$ cat src/design/assert_macros.svh
// ----------------------------------------------------------------------------
// Assertion macros
// Shared concurrent assertion wrappers for the offset index design.
// ----------------------------------------------------------------------------
`ifndef ASSERT_MACROS_SVH
`define ASSERT_MACROS_SVH

// Clocked assertion that is switched off while reset is applied.
`define RLOI_ASSERT(lbl, clk, rstn, prop, msg) \
  lbl: assert property (@(posedge clk) disable iff (!rstn) prop) else $error(msg);

// Clocked assertion that also holds during reset.
`define RLOI_ASSERT_ALWAYS(lbl, clk, prop, msg) \
  lbl: assert property (@(posedge clk) prop) else $error(msg);

`endif

$ cat src/design/rloi_pkg.sv
// ----------------------------------------------------------------------------
// rloi_pkg
// Shared types and constants of the regression line offset index.
// ----------------------------------------------------------------------------
`default_nettype none

package rloi_pkg;

  localparam int MAX_ENTRIES_DEF   = 1024;
  localparam int RESIDUAL_BITS_DEF = 32;

  localparam int POS_W     = 10;
  localparam int CNT_W     = 11;
  localparam int RES_IN_W  = 32;
  localparam int OFF_W     = 64;
  localparam int IDOFF_W   = 63;
  localparam int CFG_IDX_W = 3;
  localparam int QUO_W     = POS_W;      // line fraction quotient stays below 2^POS_W
  localparam int RP_W      = CNT_W + POS_W;

  typedef enum logic [CFG_IDX_W-1:0] {
    REG_ENTRY_COUNT = 3'd0,
    REG_SLOPE       = 3'd1,
    REG_INTERCEPT   = 3'd2,
    REG_ID_OFFSET   = 3'd3
  } cfg_reg_t;

  typedef enum logic {
    OP_WRITE  = 1'b0,
    OP_LOOKUP = 1'b1
  } opcode_t;

  // Control bits that travel down the lookup pipeline with each transaction.
  typedef struct packed {
    logic valid;
    logic lookup;
    logic oor;
    logic single;
    logic in_store;
  } ctl_t;

endpackage

`default_nettype wire

$ cat src/design/rloi_datapath.sv
// ----------------------------------------------------------------------------
// rloi_datapath
// Four-stage lookup pipeline: line products, residual and bias sum,
// fractional quotient in two halves, result select.
// ----------------------------------------------------------------------------
`default_nettype none

module rloi_datapath #(
  parameter int RESIDUAL_BITS = 32
) (
  input  wire logic                       clk,
  input  wire logic                       rst_n,
  input  wire rloi_pkg::ctl_t             ctl_in,
  input  wire logic [rloi_pkg::POS_W-1:0] pos_in,
  input  wire logic [RESIDUAL_BITS-1:0]   stored_s1,
  input  wire logic [rloi_pkg::OFF_W-1:0] quo,
  input  wire logic [rloi_pkg::CNT_W-1:0] rem,
  input  wire logic [rloi_pkg::CNT_W-1:0] divisor,
  input  wire logic [rloi_pkg::OFF_W-1:0] bias,
  input  wire logic [rloi_pkg::OFF_W-1:0] intercept,
  output logic                            out_valid_r,
  output logic      [rloi_pkg::OFF_W-1:0] out_offset_r,
  output logic                            out_oor_r
);
  import rloi_pkg::*;

  localparam int HALF = QUO_W / 2;

  ctl_t              s1_ctl_r, s2_ctl_r, s3_ctl_r;
  logic [POS_W-1:0]  s1_pos_r;
  logic [OFF_W-1:0]  s2_qp_r, s2_res_r, s3_sum_r;
  logic [RP_W-1:0]   s2_rp_r, s3_rp_r, rp_mid, rp_low;
  logic [QUO_W-1:0]  s3_qhi_r, qhi, qlo;
  logic [OFF_W-1:0]  stored64, offset_nxt;

  assign stored64 = s1_ctl_r.in_store ? OFF_W'(stored_s1) : '0;

  // Upper quotient bits of rem*pos/divisor; the quotient is below 2^QUO_W.
  always_comb begin
    rp_mid = s2_rp_r;
    qhi    = '0;
    for (int i = QUO_W - 1; i >= HALF; i--) begin
      if (rp_mid >= (RP_W'(divisor) << i)) begin
        rp_mid = rp_mid - (RP_W'(divisor) << i);
        qhi[i] = 1'b1;
      end
    end
  end

  always_comb begin
    rp_low = s3_rp_r;
    qlo    = s3_qhi_r;
    for (int i = HALF - 1; i >= 0; i--) begin
      if (rp_low >= (RP_W'(divisor) << i)) begin
        rp_low = rp_low - (RP_W'(divisor) << i);
        qlo[i] = 1'b1;
      end
    end
  end

  always_comb begin
    offset_nxt = '0;
    if (s3_ctl_r.lookup && !s3_ctl_r.oor) begin
      offset_nxt = s3_ctl_r.single ? intercept : s3_sum_r + OFF_W'(qlo);
    end
  end

  always_ff @(posedge clk) begin
    if (!rst_n) begin
      s1_ctl_r    <= '0;
      s2_ctl_r    <= '0;
      s3_ctl_r    <= '0;
      out_valid_r <= 1'b0;
    end else begin
      s1_ctl_r    <= ctl_in;
      s2_ctl_r    <= s1_ctl_r;
      s3_ctl_r    <= s2_ctl_r;
      out_valid_r <= s3_ctl_r.valid;
    end
  end

  always_ff @(posedge clk) begin
    s1_pos_r     <= pos_in;
    s2_qp_r      <= quo * OFF_W'(s1_pos_r);
    s2_rp_r      <= RP_W'(rem) * RP_W'(s1_pos_r);
    s2_res_r     <= stored64;
    s3_sum_r     <= s2_qp_r + s2_res_r + bias;
    s3_rp_r      <= rp_mid;
    s3_qhi_r     <= qhi;
    out_offset_r <= offset_nxt;
    out_oor_r    <= s3_ctl_r.lookup && s3_ctl_r.oor;
  end

endmodule

`default_nettype wire

$ cat config.mk
export PLATFORM = sky130hd
export DESIGN_NAME = rloi_datapath
export DESIGN_NICKNAME = d
export VERILOG_FILES = /design/src/design/assert_macros.svh /design/src/design/rloi_pkg.sv /design/src/design/rloi_datapath.sv
export SDC_FILE = /design/constraint.sdc
export NUM_CORES = 2
export LEC_CHECK = 0
export BUFFER_PORTS_ARGS = -buffer_cell sky130_fd_sc_hd__buf_2
export CAP_MARGIN = 5
export CORE_ASPECT_RATIO = 1.2
export CORE_UTILIZATION = 40
export CTS_CLUSTER_DIAMETER = 120
export DETAILED_ROUTE_END_ITERATION = 12
export HOLD_SLACK_MARGIN = 0.05
export MAX_ROUTING_LAYER = met4
export PLACE_DENSITY = 0.56
export SLEW_MARGIN = 0
export SYNTH_ARGS = -nofsm -noshare
export SYNTH_HDL_FRONTEND = slang
export SYNTH_SLANG_ARGS = --single-unit
$ cat constraint.sdc
create_clock -name clk -period 29 [get_ports clk]
set_clock_uncertainty 0.2 [all_clocks]
set_input_delay 2.9 -clock clk [delete_from_list [all_inputs] [get_ports clk]]
set_output_delay 2.9 -clock clk [all_outputs]
set_load 0.01 [all_outputs]
==> impl_metrics.json <==
{
  "routabilityCongestion": 0.9058,
  "hp-class": "flip-flop to flip-flop",
  "multi_input_area_um2": 31350,
  "die_w_um": 291.0,
  "status": "finished clean",
  "synth_ff_type": "dfxtp_1",
  "wirelength_um": 116900,
  "drt_iter0_markers": 1578,
  "syn-mean-instance-area_um2": 8.640,
  "grt_max_degree": 64,
  "numClockSinks": 296,
  "syn_inst": 4639,
  "rsz0062_at_grt": "false",
  "fin_crit_sh_pct": 73.81,
  "mostFrequentLayoutCells": "nand2_1 (605), fa_1 (567), inv_1 (557)",
  "crit_type": "input pin to flip-flop",
  "crit_top_cell": "a21oi_1",
  "fillers": 9834,
  "r2r-start": "s3_rp_r[14]",
  "tightest_slew_ns": 1.236,
  "grt_pass1_vias": 33540,
  "synth_seq_area_share_pct": 14.78,
  "cts_tree": "done",
  "initial_core_util_pct": 40.55,
  "clk_latency_ns": 0.57,
  "required_ns": 29.25,
  "tns_ns": 0,
  "r2r_cells": 77,
  "worstReg2RegEnd": "out_offset_r[30]",
  "ff_latch_area_um2": 5949,
  "wire_per_inst_um": 18.93,
  "viasPerCell": 5.240,
  "grt_overflow": 0,
  "pre_cts_slack_ns": 7.038,
  "track_usage_pct": 23.86,
  "post-route-util_pct": 44.79,
  "period_minus_slack_ns": 21.40,
  "io_buffers": 328,
  "final_antenna_net_count": 0,
  "nets": 6028,
  "worst_setup_path_end_kind": "flip-flop",
  "relSlewSlack_pct": 17.42,
  "maxSlewViolCount": 0,
  "grt_antenna_before_repair": 19,
  "cp.arrival_ns": 21.65,
  "post_dp_cell_area_um2": 42870,
  "ctsHoldBuffers": 0,
  "synth_cell_types": 92,
  "synthTopCellsByArea": "fa_1 (28%), dfxtp_1 (15%), ha_1 (11%), nand2_1 (5.7%), and2_1 (5.5%)",
  "cts_max_level": 2,
  "hold_path_end": "s3_rp_r[4]",
  "hold_path_depth": 0,
  "synth_edf_count": 0,
  "slowest_delay_ns": 0.83,
  "ctsRootBufferMaster": "clkbuf_16",
  "netlist_area_um2": 40080,
  "ctsResizeCount": 0,
  "path_max_fanout": 25,
  "dieArea_um2": 101500,
  "final-hold-violation-count": 0,
  "cts_made_buffers": 37,
  "synth.largest_area_cell": "fa_1",
  "dp_hpwl_um": 95320,
  "die_y_um": 348.8,
  "clk_path_buf_depth": 3,
  "regToRegSetupSlack_ns": 9.97,
  "fmax_mhz": 46.72,
  "hp-start": "s2_rp_r[4]",
  "synth_top_area_share_pct": 28.32,
  "vias": 32350,
  "clkTransAtPathRegs_ns": 0.06,
  "ys_seq_elements": 296,
  "core_area_um2": 98850,
  "synth-async-reset-ratio_pct": 0,
  "worst_slack_ns": 7.595,
  "drive_gt1_share_pct": 10.23,
  "io_pins": 329,
  "synth_nets": 5816,
  "start_kind": "input pin",
  "grt_pass1_wl_um": 185600,
  "design_area_um2": 44280,
  "drc_errors": 0,
  "synthToLayoutAreaGrowth_pct": 10.46,
  "yosys_warnings": 0,
  "first_pass_iters": 5,
  "postCtsSetupRepairBufs": 0,
  "layout_commonest_cell": "nand2_1",
  "max_cap_viol_count": 0,
  "crit_slowest_cell": "nor3b_4",
  "core.rowCount": 126,
  "setup_viol": 0
}
cell families after synthesis:
group / after synthesis / synth area share [%]
AOI/OAI and AO/OA: 807 / 12.85
xor gates and xnor gates: 268 / 5.856
adders and majority gates: 914 / 39.15
buffers and inverters: 746 / 7.011
DFF: 296 / 14.78
muxes: 50 / 1.405
and+or+nand+nor: 1558 / 18.94
through the flow:
step                      instances  hold WS [ns]
after CTS                      6157        0.1538
after global routing           6172        0.1566
after floorplan                4639        0.1308
after detailed placement       6092        0.1453
after global placement         6092        0.1384
final                          6173        0.1512
how the worst max path moves through the flow:
| stage | startpoint | to | slack (ns) | depth (start not counted) |
|---|---|---|---|---|
| 5_1_grt | divisor[10] | out_offset_r[30] | 5.79 | 80 |
| 2_1_floorplan | divisor[10] | out_offset_r[30] | 10.44 | 81 |
| 4_1_cts | divisor[10] | out_offset_r[30] | 7.56 | 80 |
| 3_3_place_gp | divisor[10] | out_offset_r[30] | 7.24 | 80 |
| 3_5_place_dp | divisor[10] | out_offset_r[30] | 7.04 | 80 |
| 6_report | divisor[10] | out_offset_r[30] | 7.60 | 80 |
synth_stat cells (41+ instances only):
| master | instances |
|---|---|
| nand2b_1 | 41 |
| ha_1 | 347 |
| nand2_1 | 605 |
| a21oi_1 | 250 |
| inv_1 | 557 |
| nor2_1 | 241 |
| and2_1 | 351 |
| nor3_1 | 55 |
| o21a_1 | 46 |
| clkbuf_1 | 165 |
| o21ai_0 | 166 |
| dfxtp_1 | 296 |
| a21o_1 | 105 |
| fa_1 | 567 |
| nand3_1 | 67 |
| xnor2_1 | 181 |
| xor2_1 | 87 |
state kept, by name, summed over array words and instances (netlist names):
signal        cells
s1_ctl_r          5
s2_rp_r          21
s3_rp_r          21
s2_ctl_r          4
out_valid_r       1
s3_sum_r         64
s2_res_r         32
s3_ctl_r          4
out_oor_r         1
s1_pos_r         10
s3_qhi_r          5
out_offset_r     64
s2_qp_r          64
layer usage:
| metal | wire, µm | track usage (%) | vias to the layer above |
|---|---|---|---|
| met3 | 6093 | 3.186 | 118 |
| met4 | 1946 | 4.438 | 0 |
| met1 | 54200 | 31.21 | 15890 |
| li1 | - | - | 15540 |
| met2 | 54630 | 39.63 | 795 |
| met5 | 0 | - | - |
final cells by class:
type	count	area share [%]
Multi-Input combinational cell	3597	70.80
Clock inverter	18	0.7658
Clock buffer	47	2.312
Antenna cell	16	0.09043
Tap cell	1280	3.617
Sequential cell	296	13.44
Inverter	560	4.748
Timing Repair Buffer	359	4.233
worst max-delay path: cells and delay by family:
family / cells / cell delay [ns]
xor gates and xnor gates: 1 / 0.19
buffers and inverters: 7 / 1.21
and+or+nand+nor: 27 / 5.94
adders and majority gates: 7 / 2.22
AOI/OAI and AO/OA: 37 / 8.79
muxes: 1 / 0.36
Power is not shown: default switching activity piles up to over one toggle a cycle in this logic, so the estimate is an artifact.
