File: src/design/assert_macros.svh
// ----------------------------------------------------------------------------
// Assertion macros
// Shared concurrent assertion wrappers for the offset index design.
// ----------------------------------------------------------------------------
`ifndef ASSERT_MACROS_SVH
`define ASSERT_MACROS_SVH

// Clocked assertion that is switched off while reset is applied.
`define RLOI_ASSERT(lbl, clk, rstn, prop, msg) \
  lbl: assert property (@(posedge clk) disable iff (!rstn) prop) else $error(msg);

// Clocked assertion that also holds during reset.
`define RLOI_ASSERT_ALWAYS(lbl, clk, prop, msg) \
  lbl: assert property (@(posedge clk) prop) else $error(msg);

`endif

File: src/design/rloi_pkg.sv
// ----------------------------------------------------------------------------
// rloi_pkg
// Shared types and constants of the regression line offset index.
// ----------------------------------------------------------------------------
`default_nettype none

package rloi_pkg;

  localparam int MAX_ENTRIES_DEF   = 1024;
  localparam int RESIDUAL_BITS_DEF = 32;

  localparam int POS_W     = 10;
  localparam int CNT_W     = 11;
  localparam int RES_IN_W  = 32;
  localparam int OFF_W     = 64;
  localparam int IDOFF_W   = 63;
  localparam int CFG_IDX_W = 3;
  localparam int QUO_W     = POS_W;      // line fraction quotient stays below 2^POS_W
  localparam int RP_W      = CNT_W + POS_W;

  typedef enum logic [CFG_IDX_W-1:0] {
    REG_ENTRY_COUNT = 3'd0,
    REG_SLOPE       = 3'd1,
    REG_INTERCEPT   = 3'd2,
    REG_ID_OFFSET   = 3'd3
  } cfg_reg_t;

  typedef enum logic {
    OP_WRITE  = 1'b0,
    OP_LOOKUP = 1'b1
  } opcode_t;

  // Control bits that travel down the lookup pipeline with each transaction.
  typedef struct packed {
    logic valid;
    logic lookup;
    logic oor;
    logic single;
    logic in_store;
  } ctl_t;

endpackage

`default_nettype wire

File: src/design/rloi_cfg_div.sv
// ----------------------------------------------------------------------------
// rloi_cfg_div
// Bit-serial divider that splits the slope into quotient and remainder
// by entry_count minus one after a configuration change.
// ----------------------------------------------------------------------------
`default_nettype none

module rloi_cfg_div (
  input  wire logic                       clk,
  input  wire logic                       rst_n,
  input  wire logic                       go,
  input  wire logic [rloi_pkg::OFF_W-1:0] slope,
  input  wire logic [rloi_pkg::CNT_W-1:0] divisor,
  output logic                            running_r,
  output logic      [rloi_pkg::OFF_W-1:0] quo_r,
  output logic      [rloi_pkg::CNT_W-1:0] rem_r
);
  import rloi_pkg::*;

  localparam int STEP_W = $clog2(OFF_W);

  logic [STEP_W-1:0] step_r, step_nxt;
  logic              running_nxt;
  logic [OFF_W-1:0]  quo_nxt;
  logic [CNT_W-1:0]  rem_nxt;
  logic [CNT_W:0]    trial;

  always_comb begin
    running_nxt = running_r;
    step_nxt    = step_r;
    quo_nxt     = quo_r;
    rem_nxt     = rem_r;
    trial       = {rem_r, quo_r[OFF_W-1]};
    if (go) begin
      running_nxt = 1'b1;
      step_nxt    = '0;
      quo_nxt     = slope;
      rem_nxt     = '0;
    end else if (running_r) begin
      // Restoring step: the dividend bit shifts out as the quotient bit shifts in.
      if (trial >= {1'b0, divisor}) begin
        rem_nxt = CNT_W'(trial - {1'b0, divisor});
        quo_nxt = {quo_r[OFF_W-2:0], 1'b1};
      end else begin
        rem_nxt = CNT_W'(trial);
        quo_nxt = {quo_r[OFF_W-2:0], 1'b0};
      end
      step_nxt = STEP_W'(step_r + 1'b1);
      if (step_r == STEP_W'(OFF_W - 1)) begin
        running_nxt = 1'b0;
      end
    end
  end

  always_ff @(posedge clk) begin
    if (!rst_n) begin
      running_r <= 1'b0;
      step_r    <= '0;
      quo_r     <= '0;
      rem_r     <= '0;
    end else begin
      running_r <= running_nxt;
      step_r    <= step_nxt;
      quo_r     <= quo_nxt;
      rem_r     <= rem_nxt;
    end
  end

endmodule

`default_nettype wire

File: config.mk
export PLATFORM = sky130hd
export DESIGN_NAME = rloi_cfg_div
export DESIGN_NICKNAME = d
export VERILOG_FILES = /design/src/design/assert_macros.svh /design/src/design/rloi_pkg.sv /design/src/design/rloi_cfg_div.sv
export SDC_FILE = /design/constraint.sdc
export NUM_CORES = 1
export LEC_CHECK = 0
export BUFFER_PORTS_ARGS = -buffer_cell sky130_fd_sc_hd__buf_4
export CORE_MARGIN = 4
export CORE_UTILIZATION = 45
export DETAILED_ROUTE_END_ITERATION = 8
export GPL_ROUTABILITY_DRIVEN = 0
export PLACE_DENSITY = 0.76
export SKIP_LAST_GASP = 1
export SYNTH_ARGS = -nofsm -noshare
export SYNTH_HDL_FRONTEND = slang
export SYNTH_SLANG_ARGS = --single-unit
File: constraint.sdc
create_clock -name clk -period 2.4 [get_ports clk]
set_input_delay 0.36 -clock clk [delete_from_list [all_inputs] [get_ports clk]]
set_output_delay 0.36 -clock clk [all_outputs]
set_load 0.01 [all_outputs]
==> impl_summary.txt <==
----------------------------------------------------
[Critical path]
  Critical path required time ... 2.61 ns
  Crit Path Max Fanout ... 6
  List of cells traversed by the critical path ... inv_1 > ha_1 > fa_2 > nand2b_1 > a21o_1 > a21boi_4 > o21a_1 > buf_4 > mux2i_2 > a21oi_1
  Type of the setup path with the least slack ... flop to flop
  Arrival time reported for the critical path endpoint ... 2.47 ns
  Critical Path Start Type ... flop
  Slowest Stage Delay on Critical Path ... 0.36 ns
  Endpoint of the most critical setup path ... rem_r[4]
  Critical register-to-register path startpoint ... quo_r[63]
  Setup slack, reg-to-reg ... 0.13 ns
  Register-to-Register Path Depth ... 10
  Kind of end point of the critical path ... flop
  Slowest cell on crit path ... sky130_fd_sc_hd__fa_2
  Crit. Startpoint ... quo_r[63]
  Critical R2R Capture ... rem_r[4]

[Run]
  Max Cap Viol ... 0

[Floorplanning]
  Core outline area ... 9330 um^2
  Die outline height ... 107 um
  Row count ... 35
  Boundary Pins ... 154
  Overall die area ... 11400 um^2
  Floorplan die width ... 107 um
  Initial core utilization ... 46.9%

[Pwr]
  Pwr/cell area ... 528 nW/um^2
  Overall power ... 3110 uW
  LEAKAGE ... 0.00266 uW
  Peak VDD IR ... 0.330 mV

[Timing]
  Worst-Margin Slew ... 0.815 ns
  Max Slew Vio Count ... 0
  Post-layout minimum cycle time ... 2.27 ns
  Share of the clock period used by the worst path after layout ... 94.4%
  Hold Fails Final Rpt ... 0
  Number of setup violations in the final report ... 0
  TNS Setup ... 0 ns
  Clock skew ... 0.0122 ns
  Achievable Freq ... 441 MHz
  Hold WS ... 0.281 ns
  Slew margin rel. ... 45.6%

[Clock tree]
  Clk Latency, worst-skew pair ... 0.34 ns
  Clock root buffer ... sky130_fd_sc_hd__clkbuf_8
  TritonCTS clock tree ... yes
  Clock buffer depth ... 2
  Clock sink count ... 82
  Number of setup buffers added after CTS ... 0
  CTS Buf Count ... 9
  Level count of the clock H-tree ... 3
  Clock Pin Slew Worst Setup and Hold Paths ... 0.08 ns
  # hold bufs at CTS ... 0

[Finish]
  Area occupied by registers ... 1650 um^2
  Share of final-layout standard cells stronger than drive strength 1 ... 28.9%
  Final standard cell count with taps included and fillers excluded ... 796
  Post-layout util ... 63.1%
  Diodes inserted ... 0
  Synth-to-layout area growth ... 34.7%
  Most frequent cells in the layout ... sky130_fd_sc_hd__buf_4, sky130_fd_sc_hd__dfxtp_1, sky130_fd_sc_hd__nand2_1, sky130_fd_sc_hd__o21ai_0, sky130_fd_sc_hd__mux2i_1
  Most common library cell in the layout ignoring fill and taps ... sky130_fd_sc_hd__buf_4
  NumNets Final ... 754
  Total area of multi-input combinational cells ... 2560 um^2
  Filler cell count in the final layout ... 845

[Global routing]
  Leftover overflow at the end of global routing ... 0
  Number of global-route vias before repair ... 3889
  Total GRT Usage ... 19.3%
  Pin count of the biggest net entering global routing ... 116
  Number of antenna violations at the first check in global routing ... 0
  Global-route wire length before repair ... 18.3 mm

[Status]
  Status ... finished clean

[Routing]
  Routed wirelength normalized by instance count ... 14.4 um
  Iter 0 DRT Violations ... 160
  Total vias in the final route ... 4063
  Detailed-routing iteration count for the pre-antenna-repair pass ... 4
  Total DRC errors in the routed layout ... 0
  Post-detailed-routing wire length ... 11.5 mm
  Via count normalized by instance count ... 5.10
  Final ANT Viol Nets ... 0

[Placement]
  Count of input and output buffers ... 153
  Detail Placement HPWL ... 8.33 mm
  Number of placed cells counting well taps ... 781

[Yosys]
  Number of warnings issued by yosys ... 0
  Asr flop ratio synth ... 0%
  Avg Cell Area, Syn ... 8.39 um^2
  Main flop type after synthesis ... sky130_fd_sc_hd__dfxtp_1
  Sequential area share after synthesis ... 37.6%
  Summed instance area of the synthesized netlist ... 4370 um^2
  Synth Net Count ... 612
  Number of synthesized flops with an enable pin ... 0
  Post-synth top area share ... 37.6%
  Number of flip-flops and latches in the synthesized netlist ... 82
  Cell type with the highest aggregate area in the netlist ... sky130_fd_sc_hd__dfxtp_1
  Number of distinct library cells after synthesis ... 44
  Top cells by area in the synthesized netlist ... sky130_fd_sc_hd__dfxtp_1, sky130_fd_sc_hd__mux2i_1, sky130_fd_sc_hd__and2_1
  Synthesized instance count ... 521

[Min path]
  Cell depth of the worst hold path ... 3
  Hold Crit Class ... input pin to flop

----------------------------------------------------
[sequential cells by signal (all words and copies together) (netlist names)]
| name | flops |
|---|---|
| rem_r | 11 |
| step_r | 6 |
| quo_r | 64 |
| running_r | 1 |
[worst max-delay path, delay by kind of cell, from the launching register on]
family / cells / cell delay (ns)
flip-flops: 1 / 0.34
multiplexers: 1 / 0.22
AO/OA/AOI/OAI: 4 / 0.66
buffers and inverters: 2 / 0.19
adder cells (fa/ha/maj): 2 / 0.56
AND/OR/NAND/NOR: 1 / 0.17
[stage by stage]
step	instance area, um^2	setup slack, ns
detailed placement	5680	-0.0397
CTS	5860	0.0693
global placement	5680	0.0537
global route	5890	-0.00203
floorplan	4370	0.118
finish	5890	0.133
[layer usage]
metal	part of all wire, %	wire length (um)	track usage, %
met4	1.0	116	5.84
met1	44	5020	24.7
met2	47	5420	31.3
met3	7.9	910	5.77
met5	0	0	0
[Yosys cell counts (2+ instances only)]
| master | count |
|---|---|
| sky130_fd_sc_hd__a41oi_1 | 2 |
| sky130_fd_sc_hd__a21o_1 | 3 |
| sky130_fd_sc_hd__dfxtp_1 | 82 |
| sky130_fd_sc_hd__xor2_1 | 3 |
| sky130_fd_sc_hd__nor3_1 | 6 |
| sky130_fd_sc_hd__nor4_1 | 2 |
| sky130_fd_sc_hd__and3_1 | 3 |
| sky130_fd_sc_hd__nor2_1 | 18 |
| sky130_fd_sc_hd__a211oi_1 | 3 |
| sky130_fd_sc_hd__xnor2_1 | 8 |
| sky130_fd_sc_hd__nand3_1 | 7 |
| sky130_fd_sc_hd__o31ai_1 | 2 |
| sky130_fd_sc_hd__o21a_1 | 3 |
| sky130_fd_sc_hd__and2_1 | 63 |
| sky130_fd_sc_hd__or3_1 | 2 |
| sky130_fd_sc_hd__o21ai_1 | 2 |
| sky130_fd_sc_hd__clkbuf_1 | 30 |
| sky130_fd_sc_hd__mux2i_1 | 67 |
| sky130_fd_sc_hd__nand2_1 | 75 |
| sky130_fd_sc_hd__buf_2 | 4 |
| sky130_fd_sc_hd__ha_1 | 12 |
| sky130_fd_sc_hd__o21ai_0 | 71 |
| sky130_fd_sc_hd__a21oi_1 | 10 |
| sky130_fd_sc_hd__inv_1 | 13 |
| sky130_fd_sc_hd__nand2b_1 | 4 |
| sky130_fd_sc_hd__nand4_1 | 5 |
| sky130_fd_sc_hd__a2111oi_0 | 3 |
| sky130_fd_sc_hd__o211ai_1 | 2 |
[how the worst min path moves through the flow]
| stage | startpoint | endpoint |
|---|---|---|
| after floorplan | step_r[5] | step_r[5] |
| after global placement | step_r[5] | step_r[5] |
| after detailed placement | step_r[5] | step_r[5] |
| after CTS | slope[0] | quo_r[0] |
| after global routing | rst_n | running_r |
| final | slope[0] | quo_r[0] |
[timing repair]
item	4_1_cts	5_1_grt
gates resized for setup	0	6
endpoints found under the setup margin	0	10
endpoints found under the hold margin	0	0
[final cells by class]
type | count | area share [%]
clock buffers | 10 | 2.17
clock inverters | 5 | 0.956
multi-input cells | 391 | 43.5
flip-flops and latches | 82 | 28.0
well taps | 129 | 2.74
repair buffers | 166 | 21.8
inverters | 13 | 0.829
[kinds of logic (layout without fill, tap and decap cells)]
kind of cell | count (synthesis) | after routing | share of synthesized area, %
mux | 67 | 67 | 15.3
fa+ha+maj | 13 | 13 | 3.89
buf+inv | 48 | 194 | 4.41
flops | 82 | 82 | 37.5
xor+xnor | 11 | 11 | 2.20
compound gates | 108 | 108 | 14.5
simple gates | 192 | 192 | 22.1
[power by group]
group | leakage, uW | switching (uW) | internal, uW | total (uW)
registers | 0.000675 | 73.8 | 1430 | 1510
clock network | 0.0000921 | 483 | 474 | 957
logic | 0.00189 | 297 | 349 | 647
Note: power is estimated with default switching activity, not from simulation.
